===== src/hdl/tiled_texture_pixel_writer_core_assert.svh =====
// Assertion macros shared by the pixel writer RTL.
// Each macro expands to one labelled concurrent assertion; no other dependencies.
`ifndef TILED_TEXTURE_PIXEL_WRITER_CORE_ASSERT_SVH
`define TILED_TEXTURE_PIXEL_WRITER_CORE_ASSERT_SVH

// same-cycle implication
`define TTPW_ASSERT_IMPL(label, clk, rst_n, cond, expr, msg) \
	label: assert property (@(posedge clk) disable iff (!rst_n) (cond) |-> (expr)) \
		else $error(msg);

// next-cycle implication
`define TTPW_ASSERT_NEXT(label, clk, rst_n, cond, expr, msg) \
	label: assert property (@(posedge clk) disable iff (!rst_n) (cond) |=> (expr)) \
		else $error(msg);

`endif


===== src/hdl/ttpw_pkg.sv =====
// Types and constants for the tiled texture pixel writer.
// No dependencies; used by every module of the block except ttpw_ram.
`timescale 1ns / 1ps

package ttpw_pkg;

	// field widths
	localparam int COORD_W      = 10;
	localparam int BYTE_W       = 8;
	localparam int ADDR_W       = 22;
	localparam int WORD_W       = 16;
	localparam int SURF_W       = 11;
	localparam int DEPTH_W      = 3;
	localparam int CFG_INDEX_W  = 1;
	localparam int S_TDATA_W    = 88;
	localparam int M_TDATA_W    = 40;

	// configuration register indexes
	localparam logic [CFG_INDEX_W-1:0] CFG_SURFACE_WIDTH = 1'b0;
	localparam logic [CFG_INDEX_W-1:0] CFG_SOURCE_DEPTH  = 1'b1;

	localparam logic [SURF_W-1:0]  SURFACE_WIDTH_RESET = 11'd640;
	localparam logic [DEPTH_W-1:0] SOURCE_DEPTH_RESET  = 3'd2;

	// source depth codes
	localparam logic [DEPTH_W-1:0] DEPTH_PALETTE = 3'd1;
	localparam logic [DEPTH_W-1:0] DEPTH_RGB565  = 3'd2;
	localparam logic [DEPTH_W-1:0] DEPTH_RGB     = 3'd3;
	localparam logic [DEPTH_W-1:0] DEPTH_ARGB    = 3'd4;

	// operation codes (tuser)
	localparam logic OP_PALETTE_WRITE = 1'b0;
	localparam logic OP_PIXEL         = 1'b1;

	localparam logic [BYTE_W-1:0] ALPHA_OPAQUE = 8'hFF;
	localparam logic [ADDR_W-1:0] GB_WORD_OFFSET = 22'd32;

	// queue between front and back
	localparam int QUEUE_DEPTH = 4;
	localparam int QUEUE_PTR_W = 2;
	localparam int QUEUE_CNT_W = 3;

	typedef struct packed {
		logic [SURF_W-1:0]  surface_width;
		logic [DEPTH_W-1:0] source_depth;
	} cfg_t;

	typedef struct packed {
		logic [ADDR_W-1:0] addr;
		logic [WORD_W-1:0] data0;
		logic [WORD_W-1:0] data1;
		logic              two;    // RGBA8: second word at addr + 32
	} q_entry_t;

	typedef struct packed {
		logic     valid;
		q_entry_t entry;
	} q_port_t;

endpackage


===== src/hdl/tiled_texture_pixel_writer_core.sv =====
// Top level of the tiled texture pixel writer: configuration registers,
// front end, queue and back end. Depends on ttpw_pkg and all ttpw_* modules.
`timescale 1ns / 1ps

// Usage
//  s_* channel: one request per handshake. tuser = operation (0 palette write,
//    1 pixel). Palette writes store an RGB565 entry and produce nothing.
//  m_* channel: 16-bit texture writes in 4x4-tiled layout, tlast on the final
//    write of a pixel (RGB565: one write; RGBA8: alpha/red, then green/blue
//    32 bytes further on).
//  cfg_we/cfg_index/cfg_data: index 0 surface width, index 1 source depth.
//    Write only while the block is idle.
//  Path: the first write of a pixel passes the front stage (loaded at
//    acceptance), the queue and then the output register.
//  Throughput: one request per cycle while s_tready is high; depths 1
//    and 2 give one pixel per cycle and depths 3 and 4 two words per
//    pixel, as the single output register emits one word per cycle while
//    m_tready is high. Off-surface pixels, unknown depths and palette
//    writes take one input handshake and produce no output.
//  A 4-entry queue separates front and back, so the input keeps flowing
//    while m_tready is low until the queue and front stage fill.
//  Reset: queue empties, outputs go invalid, registers return to width 640
//    and depth 2. Palette contents are undefined until written.
module tiled_texture_pixel_writer_core #(
	parameter int MAX_WIDTH     = 1024,
	parameter int MAX_HEIGHT    = 1024,
	parameter int PALETTE_DEPTH = 256
) (
	input  logic                             clk,
	input  logic                             arst_n,
	input  logic                             s_tvalid,
	output logic                             s_tready,
	// x, y, src_byte0..3, palette_index, red, green, blue, 4 zero bits
	input  logic [ttpw_pkg::S_TDATA_W-1:0]   s_tdata,
	// operation
	input  logic                             s_tuser,
	output logic                             m_tvalid,
	input  logic                             m_tready,
	// word_address, word_data, 2 zero bits
	output logic [ttpw_pkg::M_TDATA_W-1:0]   m_tdata,
	output logic                             m_tlast,
	input  logic                             cfg_we,
	input  logic [ttpw_pkg::CFG_INDEX_W-1:0] cfg_index,
	input  logic [ttpw_pkg::SURF_W-1:0]      cfg_data
);

	ttpw_pkg::cfg_t    cfg_q;
	ttpw_pkg::q_port_t q_push, q_head;
	logic              q_full, q_pop;

	// config registers: depth takes the low 3 data bits
	always_ff @(posedge clk or negedge arst_n) begin
		if (!arst_n) begin
			cfg_q.surface_width <= ttpw_pkg::SURFACE_WIDTH_RESET;
			cfg_q.source_depth  <= ttpw_pkg::SOURCE_DEPTH_RESET;
		end else if (cfg_we) begin
			unique case (cfg_index)
				ttpw_pkg::CFG_SURFACE_WIDTH: cfg_q.surface_width <= cfg_data;
				ttpw_pkg::CFG_SOURCE_DEPTH:
					cfg_q.source_depth <= cfg_data[ttpw_pkg::DEPTH_W-1:0];
			endcase
		end
	end

	ttpw_front #(
		.MAX_WIDTH    (MAX_WIDTH),
		.MAX_HEIGHT   (MAX_HEIGHT),
		.PALETTE_DEPTH(PALETTE_DEPTH)
	) u_front (
		.clk     (clk),
		.arst_n  (arst_n),
		.s_tvalid(s_tvalid),
		.s_tready(s_tready),
		.s_tdata (s_tdata),
		.s_tuser (s_tuser),
		.cfg     (cfg_q),
		.q_full  (q_full),
		.q_push  (q_push)
	);

	ttpw_queue u_queue (
		.clk   (clk),
		.arst_n(arst_n),
		.push  (q_push),
		.full  (q_full),
		.head  (q_head),
		.pop   (q_pop)
	);

	ttpw_back u_back (
		.clk     (clk),
		.arst_n  (arst_n),
		.head    (q_head),
		.pop     (q_pop),
		.m_tvalid(m_tvalid),
		.m_tready(m_tready),
		.m_tdata (m_tdata),
		.m_tlast (m_tlast)
	);

endmodule


===== src/hdl/ttpw_ram.sv =====
// Generic single-write, single-read RAM with registered read data.
// No dependencies.
`timescale 1ns / 1ps

module ttpw_ram #(
	parameter int WIDTH = 16,
	parameter int DEPTH = 256
) (
	input  logic                     clk,
	input  logic                     we,
	input  logic [$clog2(DEPTH)-1:0] waddr,
	input  logic [WIDTH-1:0]         wdata,
	input  logic                     re,
	input  logic [$clog2(DEPTH)-1:0] raddr,
	output logic [WIDTH-1:0]         rdata
);

	logic [WIDTH-1:0] mem_q [DEPTH];
	logic [WIDTH-1:0] rdata_q;

	always_ff @(posedge clk) begin
		if (we) begin
			mem_q[waddr] <= wdata;
		end
		if (re) begin
			rdata_q <= mem_q[raddr];
		end
	end

	assign rdata = rdata_q;

endmodule


===== src/hdl/ttpw_front.sv =====
// Front end: accepts requests, stores palette entries, drops off-surface
// pixels and builds queue entries. Depends on ttpw_pkg and ttpw_ram.
`timescale 1ns / 1ps

module ttpw_front #(
	parameter int MAX_WIDTH     = 1024,
	parameter int MAX_HEIGHT    = 1024,
	parameter int PALETTE_DEPTH = 256
) (
	input  logic                           clk,
	input  logic                           arst_n,
	input  logic                           s_tvalid,
	output logic                           s_tready,
	input  logic [ttpw_pkg::S_TDATA_W-1:0] s_tdata,
	input  logic                           s_tuser,
	input  ttpw_pkg::cfg_t                 cfg,
	input  logic                           q_full,
	output ttpw_pkg::q_port_t              q_push
);

	localparam int PAL_AW = $clog2(PALETTE_DEPTH);

	typedef enum logic [1:0] {
		KIND_PALETTE,
		KIND_RGB565,
		KIND_RGB,
		KIND_ARGB
	} kind_t;

	logic [ttpw_pkg::COORD_W-1:0] x, y;
	logic [ttpw_pkg::BYTE_W-1:0]  b0, b1, b2, b3, pal_idx, red, green, blue;

	assign x       = s_tdata[9:0];
	assign y       = s_tdata[19:10];
	assign b0      = s_tdata[27:20];
	assign b1      = s_tdata[35:28];
	assign b2      = s_tdata[43:36];
	assign b3      = s_tdata[51:44];
	assign pal_idx = s_tdata[59:52];
	assign red     = s_tdata[67:60];
	assign green   = s_tdata[75:68];
	assign blue    = s_tdata[83:76];

	logic  accept, on_surface, depth_known, load_s1;
	kind_t kind;

	logic                          s1_valid_q;
	kind_t                         kind_s1;
	logic [1:0]                    x_lo_s1, y_lo_s1;
	logic [7:0]                    x_tile_s1;
	logic [18:0]                   row_s1;
	logic [ttpw_pkg::BYTE_W-1:0]   b0_s1, b1_s1, b2_s1, b3_s1;
	logic                          idx_ok_s1;
	logic [ttpw_pkg::WORD_W-1:0]   pal_color;

	assign s_tready = !s1_valid_q || !q_full;
	assign accept   = s_tvalid && s_tready;

	always_comb begin
		depth_known = 1'b1;
		kind        = KIND_RGB565;
		unique case (cfg.source_depth)
			ttpw_pkg::DEPTH_PALETTE: kind = KIND_PALETTE;
			ttpw_pkg::DEPTH_RGB565:  kind = KIND_RGB565;
			ttpw_pkg::DEPTH_RGB:     kind = KIND_RGB;
			ttpw_pkg::DEPTH_ARGB:    kind = KIND_ARGB;
			default:                 depth_known = 1'b0;
		endcase
	end

	assign on_surface = ({1'b0, x} < cfg.surface_width) && (32'(x) < MAX_WIDTH)
		&& (32'(y) < MAX_HEIGHT);
	assign load_s1 = accept && (s_tuser == ttpw_pkg::OP_PIXEL) && on_surface && depth_known;

	// palette: written at acceptance, looked up in the same cycle a pixel enters s1
	ttpw_ram #(
		.WIDTH(ttpw_pkg::WORD_W),
		.DEPTH(PALETTE_DEPTH)
	) u_palette (
		.clk  (clk),
		.we   (accept && (s_tuser == ttpw_pkg::OP_PALETTE_WRITE)
			&& (32'(pal_idx) < PALETTE_DEPTH)),
		.waddr(pal_idx[PAL_AW-1:0]),
		.wdata({red[7:3], green[7:2], blue[7:3]}),
		.re   (load_s1),
		.raddr(b0[PAL_AW-1:0]),
		.rdata(pal_color)
	);

	always_ff @(posedge clk or negedge arst_n) begin
		if (!arst_n) begin
			s1_valid_q <= 1'b0;
		end else begin
			s1_valid_q <= load_s1 || (s1_valid_q && q_full);
		end
	end

	always_ff @(posedge clk) begin
		if (load_s1) begin
			kind_s1   <= kind;
			x_lo_s1   <= x[1:0];
			y_lo_s1   <= y[1:0];
			x_tile_s1 <= x[9:2];
			row_s1    <= y[9:2] * cfg.surface_width;
			b0_s1     <= b0;
			b1_s1     <= b1;
			b2_s1     <= b2;
			b3_s1     <= b3;
			idx_ok_s1 <= 32'(b0) < PALETTE_DEPTH;
		end
	end

	// tiled address and texel words
	logic [22:0] addr_sum;
	logic [4:0]  inner;
	logic        wide;

	assign inner = {y_lo_s1, x_lo_s1, 1'b0};
	assign wide  = (kind_s1 == KIND_RGB) || (kind_s1 == KIND_ARGB);

	always_comb begin
		if (wide) begin
			addr_sum = {row_s1, 4'b0} + {9'b0, x_tile_s1, 6'b0} + {18'b0, inner};
		end else begin
			addr_sum = {1'b0, row_s1, 3'b0} + {10'b0, x_tile_s1, 5'b0} + {18'b0, inner};
		end
	end

	always_comb begin
		q_push.valid       = s1_valid_q && !q_full;
		q_push.entry.addr  = addr_sum[ttpw_pkg::ADDR_W-1:0];
		q_push.entry.two   = wide;
		q_push.entry.data1 = '0;
		unique case (kind_s1)
			KIND_PALETTE: q_push.entry.data0 = idx_ok_s1 ? pal_color : '0;
			KIND_RGB565:  q_push.entry.data0 = {b0_s1, b1_s1};
			KIND_RGB: begin
				q_push.entry.data0 = {ttpw_pkg::ALPHA_OPAQUE, b0_s1};
				q_push.entry.data1 = {b1_s1, b2_s1};
			end
			KIND_ARGB: begin
				q_push.entry.data0 = {b0_s1, b1_s1};
				q_push.entry.data1 = {b2_s1, b3_s1};
			end
		endcase
	end

endmodule


===== src/hdl/ttpw_queue.sv =====
// Short register queue between front and back end.
// Depends on ttpw_pkg and the assertion macro header.
`timescale 1ns / 1ps
`include "tiled_texture_pixel_writer_core_assert.svh"

module ttpw_queue (
	input  logic              clk,
	input  logic              arst_n,
	input  ttpw_pkg::q_port_t push,
	output logic              full,
	output ttpw_pkg::q_port_t head,
	input  logic              pop
);

	ttpw_pkg::q_entry_t mem_q [ttpw_pkg::QUEUE_DEPTH];
	logic [ttpw_pkg::QUEUE_PTR_W-1:0] wr_ptr_q, rd_ptr_q;
	logic [ttpw_pkg::QUEUE_CNT_W-1:0] count_q;

	assign full       = count_q == ttpw_pkg::QUEUE_CNT_W'(ttpw_pkg::QUEUE_DEPTH);
	assign head.valid = count_q != '0;
	assign head.entry = mem_q[rd_ptr_q];

	always_ff @(posedge clk or negedge arst_n) begin
		if (!arst_n) begin
			wr_ptr_q <= '0;
			rd_ptr_q <= '0;
			count_q  <= '0;
		end else begin
			if (push.valid) begin
				wr_ptr_q <= wr_ptr_q + 1'b1;
			end
			if (pop) begin
				rd_ptr_q <= rd_ptr_q + 1'b1;
			end
			unique case ({push.valid, pop})
				2'b10:   count_q <= count_q + 1'b1;
				2'b01:   count_q <= count_q - 1'b1;
				default: count_q <= count_q;
			endcase
		end
	end

	always_ff @(posedge clk) begin
		if (push.valid) begin
			mem_q[wr_ptr_q] <= push.entry;
		end
	end

	`TTPW_ASSERT_IMPL(a_no_push_full, clk, arst_n, push.valid, !full, "push into full queue")
	`TTPW_ASSERT_IMPL(a_no_pop_empty, clk, arst_n, pop, head.valid, "pop from empty queue")

endmodule


===== src/hdl/ttpw_back.sv =====
// Back end: turns queue entries into one or two texture word writes
// through the output register. Depends on ttpw_pkg and the macro header.
`timescale 1ns / 1ps
`include "tiled_texture_pixel_writer_core_assert.svh"

module ttpw_back (
	input  logic                           clk,
	input  logic                           arst_n,
	input  ttpw_pkg::q_port_t              head,
	output logic                           pop,
	output logic                           m_tvalid,
	input  logic                           m_tready,
	output logic [ttpw_pkg::M_TDATA_W-1:0] m_tdata,
	output logic                           m_tlast
);

	logic out_valid_q, out_last_q, phase_q;
	logic [ttpw_pkg::ADDR_W-1:0] out_addr_q;
	logic [ttpw_pkg::WORD_W-1:0] out_data_q;

	logic out_free, load, second;

	assign out_free = !out_valid_q || m_tready;
	assign load     = out_free && head.valid;
	assign second   = head.entry.two && phase_q;
	assign pop      = load && (!head.entry.two || phase_q);

	always_ff @(posedge clk or negedge arst_n) begin
		if (!arst_n) begin
			out_valid_q <= 1'b0;
			phase_q     <= 1'b0;
		end else begin
			if (out_free) begin
				out_valid_q <= head.valid;
			end
			if (load && head.entry.two) begin
				phase_q <= !phase_q;
			end
		end
	end

	always_ff @(posedge clk) begin
		if (load) begin
			out_addr_q <= second ? head.entry.addr + ttpw_pkg::GB_WORD_OFFSET : head.entry.addr;
			out_data_q <= second ? head.entry.data1 : head.entry.data0;
			out_last_q <= !head.entry.two || phase_q;
		end
	end

	assign m_tvalid = out_valid_q;
	assign m_tlast  = out_last_q;
	assign m_tdata  = {2'b0, out_data_q, out_addr_q};

	`TTPW_ASSERT_IMPL(a_phase_head, clk, arst_n, phase_q, head.valid && head.entry.two,
		"second word pending without its entry")
	`TTPW_ASSERT_IMPL(a_first_word, clk, arst_n, out_valid_q && !out_last_q, phase_q,
		"first RGBA8 word shown without second pending")

endmodule


===== config.mk =====
export PLATFORM = sky130hd
export DESIGN_NAME = tiled_texture_pixel_writer_core
export DESIGN_NICKNAME = d
export VERILOG_FILES = /design/src/hdl/ttpw_pkg.sv /design/src/hdl/tiled_texture_pixel_writer_core.sv /design/src/hdl/ttpw_ram.sv /design/src/hdl/ttpw_front.sv /design/src/hdl/ttpw_queue.sv /design/src/hdl/ttpw_back.sv
export VERILOG_INCLUDE_DIRS = /design/src /design/src/hdl
export SDC_FILE = /design/constraint.sdc
export NUM_CORES = 2
export LEC_CHECK = 0
export ABC_CLOCK_PERIOD_IN_PS = 8700
export BUFFER_PORTS_ARGS = -buffer_cell sky130_fd_sc_hd__buf_2
export CAP_MARGIN = 20
export CORE_ASPECT_RATIO = 1.4
export CORE_MARGIN = 2
export CORE_UTILIZATION = 59
export CTS_BUF_LIST = sky130_fd_sc_hd__clkbuf_2
export DETAILED_ROUTE_END_ITERATION = 16
export PLACE_DENSITY = 0.75
export SLEW_MARGIN = 5
export SYNTH_ARGS = -nofsm -noshare
export SYNTH_HDL_FRONTEND = slang
export SYNTH_HIERARCHICAL = 1
export SYNTH_MEMORY_MAX_BITS = 65536
export SYNTH_SLANG_ARGS = --single-unit

===== constraint.sdc =====
create_clock -name clk -period 8.7 [get_ports clk]
set_clock_uncertainty 0.15 [all_clocks]
set_input_delay 0.435 -clock clk [delete_from_list [all_inputs] [get_ports clk]]
set_output_delay 0.435 -clock clk [all_outputs]
set_load 0.02 [all_outputs]

==> results.yml <==
clock_tree:
  post_cts_resized: 0
  clk_latency_ns: 2.06
  cts_made_buffers: 944
  cts_sinks: 4460
  cts_max_path_buffers: 4
  cts-root-buf: "clkbuf_2"
  path_clk_slew_ns: 0.16
  cts_tree: "built"
  htreeDepth: 6
synthesis:
  synthesis.instances: 8584
  syn_avg_cell_area_um2: 20.6
  synth_top_area_frac: 0.754
  yosys.area.top_type: "edfxtp_1"
  synthArstFlopShare: 0.00538
  syn_area_um2: 177000
  yosysSeqAreaShare: 0.757
  ys_ff_latch: 4460
  synth_area_leaders: "edfxtp_1 75%, mux4_2 11%, mux2i_1 3.4%"
  synth_ff_type: "edfxtp_1"
  ys_types: 85
  yosys_warnings: 6
  synth_edf_count: 4436
detailed_routing:
  vias_per_cell: 6.39
  remaining_drc_errors: 0
  via_count: 93300
  wl_mm: 449
  wl_per_cell_um: 30.7
  ant_nets: 0
  drt_iter0_markers: 11400
  drt_pass1_iterations: 6
setup_path:
  crit_start: "u_queue/count_q[2]"
  crit_type: "reg2reg"
  cp-start-kind: "flip-flop"
  critPathMaxFanout: 16
  endpoint_kind: "flip-flop"
  worstReg2RegStart: "u_queue/count_q[2]"
  worstPathRequired_ns: 10.09
  arrival_ns: 7.37
sta:
  max_freq_ghz: 0.167
  slew_violations: 0
  min_period_over_period: 0.687
  slew_headroom: 0.163
  rsz0062_at_grt: "no"
  finalSetupViolCount: 0
  fin_crit_ns: 5.98
  timing.final.hold_violations: 0
  final.setup.tns_ns: 0
  tightest_slew_ns: 1.26
global_route:
  antenna_found_initial: 24
  grt_pass1_vias: 95400
  track_usage: 0.294
  grt_max_degree: 149
  overflow: 0
  grt_pass1_wl_mm: 643
layout:
  final_common_cell: "edfxtp_1"
  final_cell_mix: "4436 x edfxtp_1, 1359 x clkbuf_2, 852 x mux4_2"
  nNetsFinal: 10100
  fin_area_um2: 195000
  syn2layout_area_growth_pct: 10.6
  drive_above_1_share: 0.289
  finalNonFillerCells: 14600
die:
  coreArea_um2: 298000
  row_count: 237
  die_y_um: 652
  die_w_um: 467
  io_pins: 149
  start_util: 0.594
  dieArea_um2: 304000
placed_design:
  dp.cells: 12600
  port_buffers: 134
  post_dp_cell_area_um2: 183000
  gp_congestion: 0.908
  dp_hpwl_mm: 263
min_path:
  min_path_type: "in2reg"
  min_from: "s_tdata[14]"
run:
  timing.max_cap.violations: 0
pwr:
  p_leak_nw: 65.1
  peakVddDrop_uv: 136
  p_per_area_nw_per_um2: 214
status:
  outcome: "complete, no violations"
[final timing paths]
check                                             endpoint  slack (ns)  depth (start not counted)
max                        u_front/u_palette/mem_q[188][6]        2.72                         13
min                                      u_front/row_s1[2]        0.17                          6
max reg2reg                u_front/u_palette/mem_q[188][6]        2.72                         13
min reg2reg                           u_queue/mem_q[3][34]        0.38                          0
max in group asynchronous                   u_back/phase_q        7.42                          6
min in group asynchronous              u_queue/wr_ptr_q[1]        0.67                          6
[power breakdown]
part	switching (mW)	total [mW]	internal, mW
Sequential	0.239	24.4	24.1
Clock	7.76	12.4	4.65
Combinational	3.05	5.03	1.97
Total	11.1	41.8	30.7
[cell families after synthesis]
kind of cell    share of synthesized area
other cells                     0.0000425
xor+xnor                          0.00322
mux                                 0.150
flops                               0.757
compound gates                     0.0367
buf+inv                            0.0190
simple gates                       0.0225
fa+ha+maj                          0.0110
[Yosys cell counts, types with 92 or more instances]
cell,count
a21oi_1,205
buf_2,92
clkbuf_1,249
edfxtp_1,4436
inv_1,103
mux2_2,113
mux2i_1,594
mux4_2,852
nand2_1,116
nor2_1,362
nor3_1,105
o221ai_1,253
o22ai_1,149
[registers in the layout (all words and copies together), names as in the netlist]
register / cells
u_queue/count_q: 3
u_queue/rd_ptr_q: 2
u_queue/mem_q: 220
u_back/out_data_q: 16
u_back/m_tlast: 1
u_front/s1_valid_q: 1
u_front/u_palette/rdata: 16
cfg_q: 14
u_front/row_s1: 19
u_queue/wr_ptr_q: 2
u_front/b1_s1: 8
u_front/kind_s1: 2
u_front/x_tile_s1: 8
u_front/x_lo_s1: 2
u_front/b3_s1: 8
u_front/b0_s1: 8
u_back/phase_q: 1
u_front/u_palette/mem_q: 4096
u_back/m_tvalid: 1
u_front/b2_s1: 8
u_back/out_addr_q: 22
u_front/y_lo_s1: 2
[per-stage QoR]
stage / power [mW] / worst slack (ns) / utilization / hold WS, ns
2_1_floorplan: 28.0 / 2.62 / - / -0.0106
3_3_place_gp: 29.5 / 3.54 / 0.615 / 0.313
3_5_place_dp: 29.6 / 3.59 / 0.615 / 0.330
4_1_cts: 41.9 / 2.96 / 0.656 / 0.00635
5_1_grt: 43.4 / 2.75 / 0.656 / 0.0582
6_report: 41.8 / 2.72 / 0.657 / 0.169
[timing repair]
action	in CTS	in global routing
hold buffers	328	0
hold endpoints to repair	8437	0
setup buffers	0	0
[final cells by class]
class,instances,area [um^2]
tap,3943,4930
fill,19400,102000
sequential,4460,134000
antenna,21,52.6
inverter,104,403
multi-input combinational,3517,39800
clock inverter,324,1730
clock buffer,1359,6800
timing repair buffer,871,7960
[per-layer routing]
metal	vias up	track usage	wire, um
met5	-	0	128
met4	18	0.188	31500
met3	1152	0.0579	41200
met2	5529	0.488	226000
met1	47600	0.354	150000
li1	39000	-	-
[worst max-delay path: stages (launching register included)]
cell           delay [ns]
dfrtp_1              0.45
nor3b_1              0.19
nand2_1              0.13
nand2_1              0.19
nor2_2               0.14
dlygate4sd3_1        0.57
buf_4                0.30
nand4_1              0.13
dlygate4sd3_1        0.57
dlygate4sd3_1        0.57
nor2_1               0.10
dlygate4sd3_1        0.55
buf_4                0.11
dlygate4sd3_1        1.27
(Power assumes the default switching activity.)
